**src/sv/ps2_mouse_cursor_tracker_assert.svh**
```systemverilog
// Assertion macros shared by the cursor tracker modules.
`ifndef PS2_MOUSE_CURSOR_TRACKER_ASSERT_SVH
`define PS2_MOUSE_CURSOR_TRACKER_ASSERT_SVH

// Same-cycle implication, checked out of reset.
`define PS2MCT_ASSERT_NOW(label, clk, rst_n, ante, cons) \
  label: assert property (@(posedge clk) disable iff (!rst_n) (ante) |-> (cons)) \
    else $error("ps2mct: assertion failed");

// Next-cycle implication, checked out of reset.
`define PS2MCT_ASSERT_NEXT(label, clk, rst_n, ante, cons) \
  label: assert property (@(posedge clk) disable iff (!rst_n) (ante) |=> (cons)) \
    else $error("ps2mct: assertion failed");

`endif

```
**src/sv/ps2mct_pkg.sv**
```systemverilog
// Shared types and constants for the PS/2 mouse cursor tracker.
package ps2mct_pkg;

  localparam int OUT_BITS        = 12;
  localparam int COORD_BITS_DEF  = 12;
  localparam int EXT_BITS        = 13;
  localparam int LEN_BITS        = 3;
  localparam int CFG_IDX_BITS    = 2;
  localparam int QUEUE_DEPTH     = 2;

  localparam logic [EXT_BITS-1:0] WIDTH_RST  = 13'd1024;
  localparam logic [EXT_BITS-1:0] HEIGHT_RST = 13'd768;
  localparam logic [LEN_BITS-1:0] PKT_STD    = 3'd3;
  localparam logic [LEN_BITS-1:0] PKT_WHEEL  = 3'd4;

  // Configuration register indexes.
  localparam logic [CFG_IDX_BITS-1:0] CFG_SCREEN_WIDTH  = 2'd0;
  localparam logic [CFG_IDX_BITS-1:0] CFG_SCREEN_HEIGHT = 2'd1;
  localparam logic [CFG_IDX_BITS-1:0] CFG_PACKET_BYTES  = 2'd2;

  // One assembled packet, as queued between front and back.
  typedef struct packed {
    logic [2:0] buttons;   // middle, right, left
    logic [7:0] dx;
    logic [7:0] dy;
    logic [7:0] wheel;
  } pkt_t;

  // Screen extents seen by the back end.
  typedef struct packed {
    logic [EXT_BITS-1:0] width;
    logic [EXT_BITS-1:0] height;
  } ext_cfg_t;

endpackage

```
**src/sv/ps2mct_front.sv**
```systemverilog
// Byte gatherer: assembles mouse bytes into packets and pushes them to the queue.
module ps2mct_front (
  input  logic                                 clk,
  input  logic                                 rst_n,
  input  logic                                 in_valid,
  output logic                                 in_ready,
  input  logic [7:0]                           in_rx_byte,
  input  logic [ps2mct_pkg::LEN_BITS-1:0]      packet_bytes,
  input  logic                                 q_ready,
  output logic                                 q_push,
  output ps2mct_pkg::pkt_t                     q_pkt
);

  logic [1:0] cnt_r, cnt_nxt;
  logic [2:0] hdr_r;
  logic [7:0] dx_r;
  logic [7:0] dy_r;
  logic       len4;
  logic       done;
  logic       accept;

  assign in_ready = q_ready;
  assign accept   = in_valid & in_ready;
  assign len4     = (packet_bytes == ps2mct_pkg::PKT_WHEEL);
  // A packet closes on its last byte: count 3 for four-byte packets, count 2 or more otherwise.
  assign done     = len4 ? (cnt_r == 2'd3) : (cnt_r >= 2'd2);
  assign q_push   = accept & done;

  always_comb begin
    q_pkt.buttons = hdr_r;
    q_pkt.dx      = dx_r;
    q_pkt.dy      = (cnt_r == 2'd2) ? in_rx_byte : dy_r;
    q_pkt.wheel   = (len4 && cnt_r == 2'd3) ? in_rx_byte : 8'd0;
    cnt_nxt       = cnt_r;
    if (accept) begin
      cnt_nxt = done ? 2'd0 : cnt_r + 2'd1;
    end
  end

  always_ff @(posedge clk) begin
    if (!rst_n) begin
      cnt_r <= 2'd0;
    end else begin
      cnt_r <= cnt_nxt;
    end
  end

  always_ff @(posedge clk) begin
    if (accept) begin
      case (cnt_r)
        2'd0:    hdr_r <= in_rx_byte[2:0];
        2'd1:    dx_r  <= in_rx_byte;
        2'd2:    dy_r  <= in_rx_byte;
        default: ;
      endcase
    end
  end

endmodule

```
**src/sv/ps2mct_queue.sv**
```systemverilog
// Small packet queue between the byte gatherer and the cursor update.
`include "ps2_mouse_cursor_tracker_assert.svh"

module ps2mct_queue (
  input  logic              clk,
  input  logic              rst_n,
  input  logic              push,
  input  ps2mct_pkg::pkt_t  push_pkt,
  output logic              ready,
  input  logic              pop,
  output logic              valid,
  output ps2mct_pkg::pkt_t  head_pkt
);

  localparam int DEPTH = ps2mct_pkg::QUEUE_DEPTH;
  localparam int AW    = (DEPTH > 1) ? $clog2(DEPTH) : 1;
  localparam int CW    = $clog2(DEPTH + 1);
  localparam logic [CW-1:0] FULL_CNT = CW'(DEPTH);
  localparam logic [AW-1:0] LAST_PTR = AW'(DEPTH - 1);

  ps2mct_pkg::pkt_t mem_r [DEPTH];
  logic [AW-1:0] wr_ptr_r, wr_ptr_nxt;
  logic [AW-1:0] rd_ptr_r, rd_ptr_nxt;
  logic [CW-1:0] count_r, count_nxt;

  assign ready    = (count_r != FULL_CNT);
  assign valid    = (count_r != '0);
  assign head_pkt = mem_r[rd_ptr_r];

  always_comb begin
    wr_ptr_nxt = wr_ptr_r;
    rd_ptr_nxt = rd_ptr_r;
    count_nxt  = count_r;
    if (push) begin
      wr_ptr_nxt = (wr_ptr_r == LAST_PTR) ? '0 : wr_ptr_r + 1'b1;
    end
    if (pop) begin
      rd_ptr_nxt = (rd_ptr_r == LAST_PTR) ? '0 : rd_ptr_r + 1'b1;
    end
    if (push && !pop) begin
      count_nxt = count_r + 1'b1;
    end else if (pop && !push) begin
      count_nxt = count_r - 1'b1;
    end
  end

  always_ff @(posedge clk) begin
    if (!rst_n) begin
      wr_ptr_r <= '0;
      rd_ptr_r <= '0;
      count_r  <= '0;
    end else begin
      wr_ptr_r <= wr_ptr_nxt;
      rd_ptr_r <= rd_ptr_nxt;
      count_r  <= count_nxt;
    end
  end

  always_ff @(posedge clk) begin
    if (push) begin
      mem_r[wr_ptr_r] <= push_pkt;
    end
  end

  `PS2MCT_ASSERT_NOW(a_count_bound, clk, rst_n, 1'b1, count_r <= FULL_CNT)
  `PS2MCT_ASSERT_NOW(a_pop_nonempty, clk, rst_n, pop, count_r != '0)
  `PS2MCT_ASSERT_NEXT(a_push_grows, clk, rst_n, push && !pop, count_r == $past(count_r) + 1'b1)

endmodule

```
**src/sv/ps2mct_back.sv**
```systemverilog
// Cursor update: applies queued packets to the clamped position and registers results.
`include "ps2_mouse_cursor_tracker_assert.svh"

module ps2mct_back #(
  parameter int COORD_BITS = ps2mct_pkg::COORD_BITS_DEF
) (
  input  logic                                 clk,
  input  logic                                 rst_n,
  input  ps2mct_pkg::ext_cfg_t                 ext_cfg,
  input  logic                                 q_valid,
  input  ps2mct_pkg::pkt_t                     q_pkt,
  output logic                                 q_pop,
  output logic                                 out_valid,
  input  logic                                 out_ready,
  output logic [ps2mct_pkg::OUT_BITS-1:0]      out_cursor_x,
  output logic [ps2mct_pkg::OUT_BITS-1:0]      out_cursor_y,
  output logic                                 out_left_button,
  output logic                                 out_right_button,
  output logic                                 out_middle_button,
  output logic signed [7:0]                    out_wheel_delta
);

  localparam int OB    = ps2mct_pkg::OUT_BITS;
  localparam int POS_W = (COORD_BITS > OB) ? COORD_BITS : OB;
  localparam int EW    = (COORD_BITS + 1 > ps2mct_pkg::EXT_BITS) ?
                         COORD_BITS + 1 : ps2mct_pkg::EXT_BITS;
  localparam logic [EW-1:0]    ELIMIT = EW'(1) << COORD_BITS;
  localparam logic [POS_W-1:0] X_RST  = POS_W'(ps2mct_pkg::WIDTH_RST >> 1);
  localparam logic [POS_W-1:0] Y_RST  = POS_W'(ps2mct_pkg::HEIGHT_RST >> 1);

  // Largest coordinate for an extent: zero acts as one, large saturates.
  function automatic logic [POS_W-1:0] axis_top(input logic [ps2mct_pkg::EXT_BITS-1:0] ext);
    logic [EW-1:0] e;
    e = EW'(ext);
    if (e == '0) begin
      e = EW'(1);
    end
    if (e > ELIMIT) begin
      e = ELIMIT;
    end
    return POS_W'(e - EW'(1));
  endfunction

  function automatic logic [POS_W-1:0] step_axis(input logic [POS_W-1:0] pos,
                                                  input logic signed [8:0] d,
                                                  input logic [POS_W-1:0] top);
    logic signed [POS_W+1:0] p;
    p = $signed({2'b00, pos}) + $signed({{(POS_W-7){d[8]}}, d});
    if (p < 0) begin
      return '0;
    end else if (p > $signed({2'b00, top})) begin
      return top;
    end
    return p[POS_W-1:0];
  endfunction

  logic [POS_W-1:0]  pos_x_r, pos_x_nxt;
  logic [POS_W-1:0]  pos_y_r, pos_y_nxt;
  logic [POS_W-1:0]  x_top, y_top;
  logic signed [8:0] dx_s, dy_neg;
  logic              out_valid_r, out_valid_nxt;
  logic [OB-1:0]     cursor_x_r, cursor_y_r;
  logic [2:0]        buttons_r;
  logic [7:0]        wheel_r;

  assign x_top  = axis_top(ext_cfg.width);
  assign y_top  = axis_top(ext_cfg.height);
  assign dx_s   = $signed({q_pkt.dx[7], q_pkt.dx});
  // Moving up is positive and lowers Y.
  assign dy_neg = 9'sd0 - $signed({q_pkt.dy[7], q_pkt.dy});
  assign q_pop  = q_valid & (~out_valid_r | out_ready);

  always_comb begin
    pos_x_nxt     = pos_x_r;
    pos_y_nxt     = pos_y_r;
    out_valid_nxt = out_valid_r & ~out_ready;
    if (q_pop) begin
      pos_x_nxt     = step_axis(pos_x_r, dx_s, x_top);
      pos_y_nxt     = step_axis(pos_y_r, dy_neg, y_top);
      out_valid_nxt = 1'b1;
    end
  end

  always_ff @(posedge clk) begin
    if (!rst_n) begin
      pos_x_r     <= X_RST;
      pos_y_r     <= Y_RST;
      out_valid_r <= 1'b0;
    end else begin
      pos_x_r     <= pos_x_nxt;
      pos_y_r     <= pos_y_nxt;
      out_valid_r <= out_valid_nxt;
    end
  end

  always_ff @(posedge clk) begin
    if (q_pop) begin
      cursor_x_r <= pos_x_nxt[OB-1:0];
      cursor_y_r <= pos_y_nxt[OB-1:0];
      buttons_r  <= q_pkt.buttons;
      wheel_r    <= q_pkt.wheel;
    end
  end

  assign out_valid         = out_valid_r;
  assign out_cursor_x      = cursor_x_r;
  assign out_cursor_y      = cursor_y_r;
  assign out_left_button   = buttons_r[0];
  assign out_right_button  = buttons_r[1];
  assign out_middle_button = buttons_r[2];
  assign out_wheel_delta   = $signed(wheel_r);

  `PS2MCT_ASSERT_NOW(a_x_in_range, clk, rst_n, out_valid_r, pos_x_r <= x_top)
  `PS2MCT_ASSERT_NOW(a_y_in_range, clk, rst_n, out_valid_r, pos_y_r <= y_top)

endmodule

```
**src/sv/ps2_mouse_cursor_tracker.sv**
```systemverilog
// Top level of the PS/2 mouse cursor tracker: config registers and the three stages.
//
// Input channel (in_valid/in_ready/in_rx_byte): one mouse byte per item. Bytes
// gather into packets of three (header, X, Y) or four (plus wheel) as set by
// packet_bytes. Only the byte that closes a packet produces a result.
// Result channel (out_valid/out_ready/out_*): clamped cursor position, three
// button bits from the header, and the signed wheel delta (zero unless a
// four-byte packet supplied it).
// Config channel (cfg_valid/cfg_ready/cfg_index/cfg_data): index 0 screen
// width, 1 screen height, 2 packet bytes; other indexes are dropped. Always
// ready. Write only while no packet is in flight.
// Throughput: one byte per cycle while the queue has room. The closing byte
// writes the packet into the queue; the result registers load when the back
// end pops it, which waits while a held result has not yet been taken.
// Reset: byte count cleared, width 1024, height 768, three-byte packets,
// cursor centered at 512,384.
// Stall: when out_ready is low the result register holds; completed packets
// collect in the two-entry queue, and in_ready drops once it is full.
module ps2_mouse_cursor_tracker #(
  parameter int COORD_BITS = ps2mct_pkg::COORD_BITS_DEF
) (
  input  logic                                     clk,
  input  logic                                     rst_n,
  input  logic                                     in_valid,
  output logic                                     in_ready,
  input  logic [7:0]                               in_rx_byte,
  output logic                                     out_valid,
  input  logic                                     out_ready,
  output logic [ps2mct_pkg::OUT_BITS-1:0]          out_cursor_x,
  output logic [ps2mct_pkg::OUT_BITS-1:0]          out_cursor_y,
  output logic                                     out_left_button,
  output logic                                     out_right_button,
  output logic                                     out_middle_button,
  output logic signed [7:0]                        out_wheel_delta,
  input  logic                                     cfg_valid,
  output logic                                     cfg_ready,
  input  logic [ps2mct_pkg::CFG_IDX_BITS-1:0]      cfg_index,
  input  logic [ps2mct_pkg::EXT_BITS-1:0]          cfg_data
);

  ps2mct_pkg::ext_cfg_t                ext_cfg_r;
  logic [ps2mct_pkg::LEN_BITS-1:0]     pkt_bytes_r;
  logic                                cfg_we;

  logic                                q_push, q_ready, q_pop, q_valid;
  ps2mct_pkg::pkt_t                    push_pkt, head_pkt;

  assign cfg_ready = 1'b1;
  assign cfg_we    = cfg_valid & cfg_ready;

  // Hold the configuration; writes to unknown indexes are dropped.
  always_ff @(posedge clk) begin
    if (!rst_n) begin
      ext_cfg_r.width  <= ps2mct_pkg::WIDTH_RST;
      ext_cfg_r.height <= ps2mct_pkg::HEIGHT_RST;
      pkt_bytes_r      <= ps2mct_pkg::PKT_STD;
    end else if (cfg_we) begin
      case (cfg_index)
        ps2mct_pkg::CFG_SCREEN_WIDTH:  ext_cfg_r.width  <= cfg_data;
        ps2mct_pkg::CFG_SCREEN_HEIGHT: ext_cfg_r.height <= cfg_data;
        ps2mct_pkg::CFG_PACKET_BYTES:  pkt_bytes_r      <= cfg_data[ps2mct_pkg::LEN_BITS-1:0];
        default: ;
      endcase
    end
  end

  // Front: gather bytes into packets.
  ps2mct_front u_front (
    .clk          (clk),
    .rst_n        (rst_n),
    .in_valid     (in_valid),
    .in_ready     (in_ready),
    .in_rx_byte   (in_rx_byte),
    .packet_bytes (pkt_bytes_r),
    .q_ready      (q_ready),
    .q_push       (q_push),
    .q_pkt        (push_pkt)
  );

  // Queue: decouple packet assembly from the result handshake.
  ps2mct_queue u_queue (
    .clk      (clk),
    .rst_n    (rst_n),
    .push     (q_push),
    .push_pkt (push_pkt),
    .ready    (q_ready),
    .pop      (q_pop),
    .valid    (q_valid),
    .head_pkt (head_pkt)
  );

  // Back: advance the cursor and present the result.
  ps2mct_back #(
    .COORD_BITS (COORD_BITS)
  ) u_back (
    .clk               (clk),
    .rst_n             (rst_n),
    .ext_cfg           (ext_cfg_r),
    .q_valid           (q_valid),
    .q_pkt             (head_pkt),
    .q_pop             (q_pop),
    .out_valid         (out_valid),
    .out_ready         (out_ready),
    .out_cursor_x      (out_cursor_x),
    .out_cursor_y      (out_cursor_y),
    .out_left_button   (out_left_button),
    .out_right_button  (out_right_button),
    .out_middle_button (out_middle_button),
    .out_wheel_delta   (out_wheel_delta)
  );

endmodule
```
**config.mk**
```make
export PLATFORM = sky130hd
export DESIGN_NAME = ps2_mouse_cursor_tracker
export DESIGN_NICKNAME = d
export VERILOG_FILES = /design/src/sv/ps2mct_pkg.sv /design/src/sv/ps2mct_front.sv /design/src/sv/ps2mct_queue.sv /design/src/sv/ps2mct_back.sv /design/src/sv/ps2_mouse_cursor_tracker.sv
export VERILOG_INCLUDE_DIRS = /design/src /design/src/sv
export SDC_FILE = /design/constraint.sdc
export NUM_CORES = 1
export LEC_CHECK = 0
export ABC_AREA = 1
export BUFFER_PORTS_ARGS = -buffer_cell sky130_fd_sc_hd__buf_2
export CELL_PAD_IN_SITES_DETAIL_PLACEMENT = 1
export CELL_PAD_IN_SITES_GLOBAL_PLACEMENT = 2
export CORE_MARGIN = 1.5
export CORE_UTILIZATION = 36
export CTS_BUF_LIST = sky130_fd_sc_hd__clkbuf_4 sky130_fd_sc_hd__clkbuf_8
export DETAILED_ROUTE_END_ITERATION = 16
export PLACE_DENSITY_LB_ADDON = 0.3
export SYNTH_ARGS = -nofsm -noshare
export SYNTH_HDL_FRONTEND = slang
export SYNTH_SLANG_ARGS = --single-unit
```
**constraint.sdc**
```tcl
create_clock -name clk -period 4.1 [get_ports clk]
set_clock_uncertainty 0.05 [all_clocks]
set_input_delay 0.82 -clock clk [delete_from_list [all_inputs] [get_ports clk]]
set_output_delay 0.82 -clock clk [all_outputs]
set_load 0.05 [all_outputs]
```
==> Word-level counts from Yosys, hierarchy flattened <==
Memory sizes are Yosys's and may differ from the RTL's. A register that Yosys moved wholly into a read port is not among the register bits.
Cells that the tools add are included.
{ "op_classes": {"n_addsub": 10, "order_cmp": 7, "n_eq_ne": 7, "mux": 31, "bitwise_logic": 7, "n_reduce_logical": 16} }
{ "ops": {"columns": ["cell", "n"], "rows": [
  ["$mux W12", 10],
  ["$gt A14 B13 Y1", 2],
  ["$lt A14 B1 Y1 const B", 2],
  ["$gt A13 B13 Y1 const B", 2],
  ["$logic_not A13 Y1", 2],
  ["$mux W13", 2],
  ["$sub A12 B1 Y12 const B", 2],
  ["$mux W8", 2],
  ["$add A13 B8 Y14", 1],
  ["$add A13 B9 Y14", 1],
  ["$mux W1", 14],
  ["$reduce_and A2 Y1", 5],
  ["$sub A1 B8 Y9 const A", 1],
  ["$eq A2 B2 Y1 const B", 3],
  ["$mux W2", 3],
  ["$add A2 B1 Y2 const B", 2],
  ["$and A1 B1 Y1", 4],
  ["$eq A2 B1 Y1 const B", 2],
  ["$logic_not A2 Y1", 2],
  ["$reduce_bool A2 Y1", 2],
  ["$eq A3 B3 Y1 const B", 1],
  ["$logic_and A1 B1 Y1", 3],
  ["$add A1 B1 Y1 const B", 2],
  ["$ge A2 B2 Y1 const B", 1],
  ["5 further kinds", 7]
]} }
{ "totals": {"reg_bits": 114, "ram_bits": 54, "input_bits": 28, "output_inout_bits": 38, "memories": 1} }
{ "mem_list": {"columns": ["memory", "depth", "word_bits", "read_ports", "rd_clocked_by_memory_dff", "write_ports", "line_no", "text"], "rows": [
  ["u_queue.mem_r", 2, 27, 1, 1, 1, "ps2mct_queue.sv:21", "ps2mct_pkg::pkt_t mem_r [DEPTH];"]
]} }

==> Logic depth before layout (Yosys ltp) <==
Gate-level depths: netlist of run 1.
{ "logic_depth": {"depth_word": 11, "mapped_depth": 30} }

==> Hierarchy <==
Synthesis of run 1 repeated with hierarchy kept, for this count alone.
{ "hier_totals": {"cells_unflattened": 1087, "area_unflattened_um2": 9480.3} }
{ "by_module_without_submodules": {"columns": ["mod", "n_inst", "cells_each", "area_each_um2", "seq_area_each_um2"], "rows": [
  ["ps2mct_back", 1, 702, 4987.3, 1551.5],
  ["ps2mct_queue", 1, 119, 2279.7, 1721.7],
  ["ps2_mouse_cursor_tracker", 1, 182, 1268.7, 580.6],
  ["ps2mct_front", 1, 84, 944.7, 610.6]
]} }

==> Worst setup path before layout of run 1 <==
Ideal clock, no wire load.
{ "synth_timing": {"path_kind": "reg-to-reg", "start": "reg (tool-made name)", "end": "reg u_back.cursor_x_r[9], in the netlist u_back.out_cursor_x[9] (data pin)", "arrival_ns": 3.807, "path_slack_ns": -0.013, "stages_incl_launch_ff": 25, "period_less_slack_ns": 4.113, "path_cell_list": "dfxtp_1 -> buf_2 -> buf_1 -> mux2_2 -> ha_1 -> fa_1 -> nand3_1 -> nand2_1 -> a21oi_1 -> inv_1 -> nand3_1 -> nand3_1 -> nand2_1 -> inv_1 -> ha_1 -> nand2_1 -> inv_1 -> nand3_1 -> or3_1 -> nand2_1 -> nand2_2 -> buf_6 -> or2_1 -> nand3_2 -> nand2_1"} }
{ "synth_rtl": {"columns": ["element", "line_no", "text"], "rows": [
  ["to (signal assigned)", "ps2mct_back.sv:98", "cursor_x_r <= pos_x_nxt[OB-1:0];"],
  ["to (decl)", "ps2mct_back.sv:62", "logic [OB-1:0] cursor_x_r, cursor_y_r;"]
]} }

==> reports/metrics.cfg, run 1 <==
[synth]
synth_cell_types=51
ys.flop_type=edfxtp_1
synth.yosys.seq_area_share_pct=50.15
synth_area_mm2=0.008901
ys_ff_latch=169
avgSynthCellArea_um2=9.101
synth-async-reset-ratio_pct=0
synth_top_area_share_pct=36.44
synth_nets=1065
synth_edf_count=108
netlist_instances=978
ys_warn_count=0
synthTopCellsByArea=edfxtp_1 36%, dfxtp_1 14%, nand2_1 8.9%, ha_1 8.0%, inv_1 4.7%
synth_top_area_cell=edfxtp_1

[clocking]
insertion_delay_ns=0.47
cts_buffers=17
cts.sinks=169
clkTransAtPathRegs_ns=0.11
cts_tree=built
root_buffer=clkbuf_8
cts_max_level=4
cts_buffer_depth=2

[sta]
fin_tns_setup_ns=0
final_hold_viol_count=0
rsz0062_at_grt=true
timing.fmax_mhz=258.4
setup_violations=0
finalCritPeriodShare_pct=94.38
final_max_slew_viol_count=0
whs_ns=0.4039
tightest_slew_ns=0.9911
min_period_ns=3.870
slew-limit-headroom_pct=33.85

[cells_and_area]
drive_gt1_share_pct=20.42
final_nets=1161
n_antenna_cell=0
stdcell_count=1411
area_growth_pct=17.59
postLayoutCellArea_mm2=0.01047

[floorplanning]
die_h_um=160.2
dieWidth_um=160.2
ios=66
core_mm2=0.02432
row_count=57
initial_core_util_pct=36.60
die_area_mm2=0.02568

[global_route]
grt_max_degree=50
grt_pass1_wl_um=37460
grt_pass1_vias=7134
gr-usage-all-layers_pct=18.60
antenna_found_initial=0
grt-ovfl-total=0

[worst_setup_path]
cpMaxStageDelayCell=dfxtp_4
crit_fanout=8
arrival_ns=4.05
cp-end-kind=register
crit_type=reg -> reg
crit_path_frequent_cell=nand2_2
worstPathRequired_ns=4.28
crit_chain=buf_4 -> buf_12 -> mux2i_4 -> ha_1 -> a21oi_2 -> nand2_2 -> a21oi_2 -> nor2_1 -> nand2_1 -> nand3_2 -> xor2_2 -> ha_1 -> a21oi_1 -> o21ai_1 -> a31oi_1 -> nand3_1 -> nand2_2 -> nand3_4 -> nand2_2 -> buf_4 -> nor2_1 -> o22ai_1 -> inv_1
cp-start-kind=register
worst_path_largest_cell_delay_ns=0.37

[power]
peakVddDrop_mv=0.3849
p_per_area_mw_per_mm2=862.1
p_leak_uw=0.004683

[worst_hold_path]
hp-class=reg -> reg

[route]
vias=6812
drt_iter0_drc=291
drc=0
dr.pass1.iters=4
finalWirelength_um=23130
ant_nets=0
viasPerCell=4.828
avgRoutedWirePerCell_um=16.39

[place]
gp_congestion=0.8040
place_hpwl_um=17250
placed_cell_area_mm2=0.009767
place_inst=1370
port_buffers=64

[outcome]
status=finished clean

[job]
drv_cap=0

[area by class of cell]
| type | instances | area (um^2) |
|---|---|---|
| flip-flops and latches | 169 | 4468 |
| clock buffers | 17 | 234.0 |
| well taps | 324 | 405.4 |
| inverters | 116 | 437.9 |
| multi-input cells | 667 | 4063 |
| fillers | 2835 | 13850 |
| repair buffers | 103 | 666.9 |
| clock inverters | 15 | 191.4 |
[cells in the mapped netlist (2+ instances only)]
| cell type | number |
|---|---|
| a21o_1 | 2 |
| nor2_1 | 90 |
| buf_1 | 2 |
| dfxtp_1 | 61 |
| nand3b_1 | 2 |
| mux2i_1 | 7 |
| a21oi_2 | 4 |
| mux2_2 | 19 |
| xor2_1 | 19 |
| o21ai_2 | 5 |
| o211ai_1 | 6 |
| nand3_2 | 3 |
| buf_6 | 4 |
| inv_2 | 4 |
| nor2_2 | 2 |
| edfxtp_1 | 108 |
| a31oi_1 | 2 |
| o21ai_1 | 11 |
| nand3_1 | 55 |
| ha_1 | 57 |
| o21bai_1 | 2 |
| a21oi_1 | 68 |
| or2_2 | 6 |
| nand2_1 | 212 |
| buf_4 | 2 |
| o41ai_1 | 6 |
| nor3_1 | 5 |
| clkbuf_1 | 14 |
| buf_2 | 4 |
| fa_1 | 2 |
| nand2_2 | 3 |
| inv_1 | 111 |
| o21ai_0 | 48 |
| xnor2_1 | 7 |
| nand4_1 | 9 |
[state kept, by name (all words and copies together), names as in the netlist, 2 cells and up, named ones only]
| register | cells |
|---|---|
| u_queue.mem_r | 54 |
| u_front.dy_r | 8 |
| u_back.pos_y_r | 12 |
| u_front.dx_r | 8 |
| ext_cfg_r | 26 |
| pkt_bytes_r | 3 |
| u_back.out_cursor_x | 12 |
| u_back.pos_x_r | 12 |
| u_back.buttons_r | 3 |
| u_back.out_cursor_y | 12 |
| u_back.out_wheel_delta | 8 |
| u_front.hdr_r | 3 |
| u_queue.count_r | 2 |
| u_front.cnt_r | 2 |
[critical path: cells and delay by family, from the launching register on]
| family | cells | cell delay, ns |
|---|---|---|
| XOR/XNOR | 1 | 0.18 |
| AO/OA/AOI/OAI | 6 | 0.93 |
| multiplexers | 1 | 0.18 |
| AND/OR/NAND/NOR | 9 | 0.81 |
| buffers and inverters | 4 | 0.48 |
| adder cells (fa/ha/maj) | 2 | 0.65 |
| flip-flops | 1 | 0.37 |
[cell families after synthesis]
kind of cell / synth area share, %
AOI/OAI and AO/OA: 10.43
xor gates and xnor gates: 2.741
adders and majority gates: 8.462
buffers and inverters: 6.466
DFF: 50.15
muxes: 3.191
other: 0.04213
and+or+nand+nor: 18.51
[power breakdown]
| part | leakage (uW) | internal, uW | switching [uW] |
|---|---|---|---|
| clock | 0.000210 | 475 | 773 |
| sequential | 0.00151 | 2390 | 190 |
| combinational | 0.00296 | 1800 | 3390 |
| total | 0.00468 | 4670 | 4350 |
[per-layer routing]
| layer | vias to the layer above | track usage (%) | routed length [um] |
|---|---|---|---|
| li1 | 3482 | - | - |
| met1 | 3253 | 23.19 | 10680 |
| met2 | 58 | 33.46 | 11720 |
| met3 | 19 | 2.883 | 430 |
| met4 | 0 | 4.715 | 296 |
| met5 | - | 0 | 0 |
[final timing paths]
path                                   start                               end  slack, ns  cells past startpoint
setup / recovery                    register  u_back.out_cursor_y[3]$_DFFE_PP_       0.23                     23
hold / removal    u_front.hdr_r[2]$_DFFE_PP_    u_queue.mem_r[1][26]$_DFFE_PP_       0.40                      0
hold reg to reg   u_front.hdr_r[2]$_DFFE_PP_    u_queue.mem_r[1][26]$_DFFE_PP_       0.40                      0
setup reg to reg                    register  u_back.out_cursor_y[3]$_DFFE_PP_       0.23                     23
[what timing repair did]
action                     CTS  global route
pin swaps                    1            15
setup endpoints to repair   25            48
hold buffers                 0             0
cloned                       0             0
resized for setup            6            41
buffers inserted             1             8
[cell usage in the layout (no fill, tap or decap), types with 6 or more instances in the layout]
cell      netlist  final
buf_4           2     34
mux2_2         19     19
nor2_1         90     87
nand3_2         3      6
buf_2           4     64
nand2_2         3      6
a21oi_2         4     10
o21ai_0        48     43
dfxtp_1        61     60
o21ai_2         5     11
ha_1           57     54
nand2_1       212    207
o21ai_1        11     10
o41ai_1         6      6
a21oi_1        68     62
or2_2           6      6
clkbuf_8        0     17
xor2_1         19     16
nand3_1        55     51
inv_1         111    111
nand4_1         9      9
o211ai_1        6      6
xnor2_1         7      7
clkinv_8        0      6
edfxtp_1      108    108
[per-stage QoR]
step,util [%],worst slack (ns),power (uW)
after detailed placement,40.16,-0.1072,7485
after global routing,43.04,-0.05571,9792
after floorplan,-,0.04808,6102
after global placement,40.16,0.008621,7390
after CTS,42.03,0.01358,8825
final,43.04,0.2303,9023
Note: power is estimated with default switching activity, not from simulation.
==> inputs of run 2 (changes only) <==
--- a/config.mk
+++ b/config.mk
@@ -6,12 +6,11 @@
 export SDC_FILE = /design/constraint.sdc
 export NUM_CORES = 1
 export LEC_CHECK = 0
-export ABC_AREA = 1
 export BUFFER_PORTS_ARGS = -buffer_cell sky130_fd_sc_hd__buf_2
 export CELL_PAD_IN_SITES_DETAIL_PLACEMENT = 1
 export CELL_PAD_IN_SITES_GLOBAL_PLACEMENT = 2
 export CORE_MARGIN = 1.5
-export CORE_UTILIZATION = 36
+export CORE_UTILIZATION = 38
 export CTS_BUF_LIST = sky130_fd_sc_hd__clkbuf_4 sky130_fd_sc_hd__clkbuf_8
 export DETAILED_ROUTE_END_ITERATION = 16
 export PLACE_DENSITY_LB_ADDON = 0.3
==> run 2 against run 1 <==
Design area increased by 12%; via count grew 5.9%; global-route usage increased by 3.1 points; combinational power rose by 2%; highest routed layer unchanged; wire length up 12%; clock power shrank 4%; fmax down 16%; the flow now finishes with violations (setup timing); synthesized cell count down 14%; sequential power decreased by 3%; first-iteration DRC count rose by 13%; register-to-register slack got worse by 0.76 ns.
==> reports/metrics.cfg, run 2 <==
[outcome]
status=finished, violations left
violations=setup timing

[synth]
synth.most_common_cell=edfxtp_1
ys_ff_latch=169
avgSynthCellArea_um2=10.71
synth_nets=924
synth_commonest_cells=108 x edfxtp_1, 98 x nand2_1, 61 x dfxtp_1
synth_top_area_cell=edfxtp_1
netlist_instances=837
synthTopCellsByArea=edfxtp_1 36%, dfxtp_1 14%, ha_1 8.0%, nand2_1 4.1%, mux2_2 3.6%
synth_cell_types=86
synth_top_area_share_pct=36.18
synth-async-reset-ratio_pct=0
synth_edf_count=108
ys.flop_type=edfxtp_1
synth_area_mm2=0.008964
ys_warn_count=0
synth.yosys.seq_area_share_pct=49.80

[route]
viasPerCell=5.248
avgRoutedWirePerCell_um=18.81
finalWirelength_um=25870
ant_nets=0
dr.pass1.iters=4
vias=7216
drt_iter0_drc=328
drc=0

[sta]
setup_violations=48
tightest_slew_ns=0.9384
rsz0062_at_grt=true
final_max_slew_viol_count=0
timing.fmax_mhz=215.9
final_hold_viol_count=0
fin_ws_ns=-0.5319
min_period_ns=4.632
finalCritPeriodShare_pct=113.0
slew-limit-headroom_pct=37.35

[clocking]
insertion_delay_ns=0.47
cts_buffer_depth=2
ctsHoldBuffers=0
clkTransAtPathRegs_ns=0.11
root_buffer=clkbuf_8
cts_tree=built
cts_max_level=4
cts_buffers=17
cts.sinks=169

[global_route]
grt_pass1_wl_um=40780
grt_max_degree=46
grt-ovfl-total=0
antenna_found_initial=0
gr-usage-all-layers_pct=21.74
grt_pass1_vias=7552

[worst_setup_path]
worstPathRequired_ns=4.26
arrival_ns=4.79
worst_path_largest_cell_delay_ns=0.38
crit_fanout=3
cp_top_family=simple AND/OR/NAND/NOR gates
crit_type=reg -> reg
cpMaxStageDelayCell=dfxtp_4
cp-end-kind=register
cp-start-kind=register
crit_chain=buf_6 -> mux2_4 -> ha_4 -> inv_2 -> fa_2 -> a21o_1 -> a221o_1 -> nor4_4 -> or3_1 -> xnor2_1 -> buf_4 -> ha_4 -> nand3_1 -> nand2_2 -> o21ai_1 -> o21ai_2 -> buf_4 -> a21o_1 -> nor2_4 -> and2_4 -> or3_1
crit_buf_inv=4

[worst_hold_path]
hp-class=reg -> reg

[cells_and_area]
n_antenna_cell=0
largest_register_ffs=54
final_util_pct=50.15
stdcell_count=1375
layout_common_cells=141 x buf_4, 108 x edfxtp_1, 91 x nand2_1
postLayoutCellArea_mm2=0.01170
area_growth_pct=30.54
fill_cells=2568
final_common_cell=buf_4
reg_top3=u_queue.mem_r: 54 flops, ext_cfg_r: 26 flops
final_nets=1130
max_flop_register=u_queue.mem_r
drive_gt1_share_pct=36.46

[power]
peakVddDrop_mv=0.4061
power_uw=9020
p_leak_uw=0.004714
p_per_area_mw_per_mm2=770.9

[job]
drv_cap=0

[place]
port_buffers=64
gp_congestion=0.8578
pre_cts_slack_ns=-0.4496
place_inst=1334
placed_cell_area_mm2=0.01086
place_hpwl_um=19060

[floorplanning]
initial_core_util_pct=38.42
die_area_mm2=0.02452
core_mm2=0.02333
die_h_um=156.6
ios=66
dieWidth_um=156.6
row_count=56

run 2: cell types whose count changed in the layout (fill, tap and decap cells not counted), sizes merged, moves of 37 or more:
cell and delta:
buf +113, nand3 -38, inv -86, o21ai -39, nand2 -117, nor2 -37
run 2: layout make-up:
type | count | area, um^2 | area share [%]
clock inverter | 15 | 171.4 | 1.465
tap | 319 | 399.1 | 3.411
multi-input combinational | 610 | 4792 | 40.95
inverter | 29 | 108.9 | 0.9303
timing repair buffer | 216 | 1528 | 13.06
clock buffer | 17 | 234.0 | 2.000
sequential | 169 | 4468 | 38.18
run 2: logic make-up (layout without fill, tap and decap cells):
kind of cell	after synthesis	in the layout	synth area share, %
other cells	1	1	0.04184
simple gates	294	294	16.68
buf+inv	58	277	2.624
flops	169	169	49.80
xor+xnor	25	25	2.443
compound gates	189	189	14.91
mux	42	42	5.095
fa+ha+maj	59	59	8.403
run 2: worst paths after layout:
| kind | from | to | slack (ns) | cells past startpoint |
|---|---|---|---|---|
| max | register | u_back.out_cursor_y[10]$_DFFE_PP_ | -0.53 | 21 |
| min | u_front.hdr_r[0]$_DFFE_PP_ | u_queue.mem_r[0][24]$_DFFE_PP_ | 0.42 | 0 |
| max reg2reg | register | u_back.out_cursor_y[10]$_DFFE_PP_ | -0.53 | 21 |
| min reg2reg | u_front.hdr_r[0]$_DFFE_PP_ | u_queue.mem_r[0][24]$_DFFE_PP_ | 0.42 | 0 |
run 2: worst register-to-register path, stage by stage, from the launching register on:
cell and delay (ns):
dfxtp_4 0.38, buf_6 0.13, mux2_4 0.20, ha_4 0.13, inv_2 0.04, fa_2 0.35
a21o_1 0.22, a221o_1 0.38, nor4_4 0.33, or3_1 0.18, xnor2_1 0.07, buf_4 0.15
ha_4 0.27, nand3_1 0.09, nand2_2 0.10, o21ai_1 0.09, o21ai_2 0.27, buf_4 0.19
a21o_1 0.17, nor2_4 0.06, and2_4 0.17, or3_1 0.36
run 2: where the power goes:
part	switching [uW]	internal [uW]
sequential	197	2310
clock	735	466
combinational	3080	2230
run 2: timing repair:
item	CTS	global route
gates resized for setup	42	30
pin swaps	26	32
buffers inserted	6	5
gates cloned	1	0
setup endpoints to repair	48	48
run 2: metal layers:
| layer | part of all wire [%] | global-route usage, % |
|---|---|---|
| met1 | 44 | 27.09 |
| met2 | 52 | 38.96 |
| met5 | 0 | 0 |
| met3 | 2.1 | 2.797 |
| met4 | 1.9 | 6.803 |
run 2: metrics by stage:
| stage | hold slack [ns] | setup TNS [ns] |
|---|---|---|
| 2_1_floorplan | 0.3715 | -0.6579 |
| 3_3_place_gp | 0.3743 | -7.806 |
| 3_5_place_dp | 0.3898 | -12.83 |
| 4_1_cts | 0.4186 | -12.14 |
| 5_1_grt | 0.4276 | -27.06 |
| 6_report | 0.4195 | -16.40 |
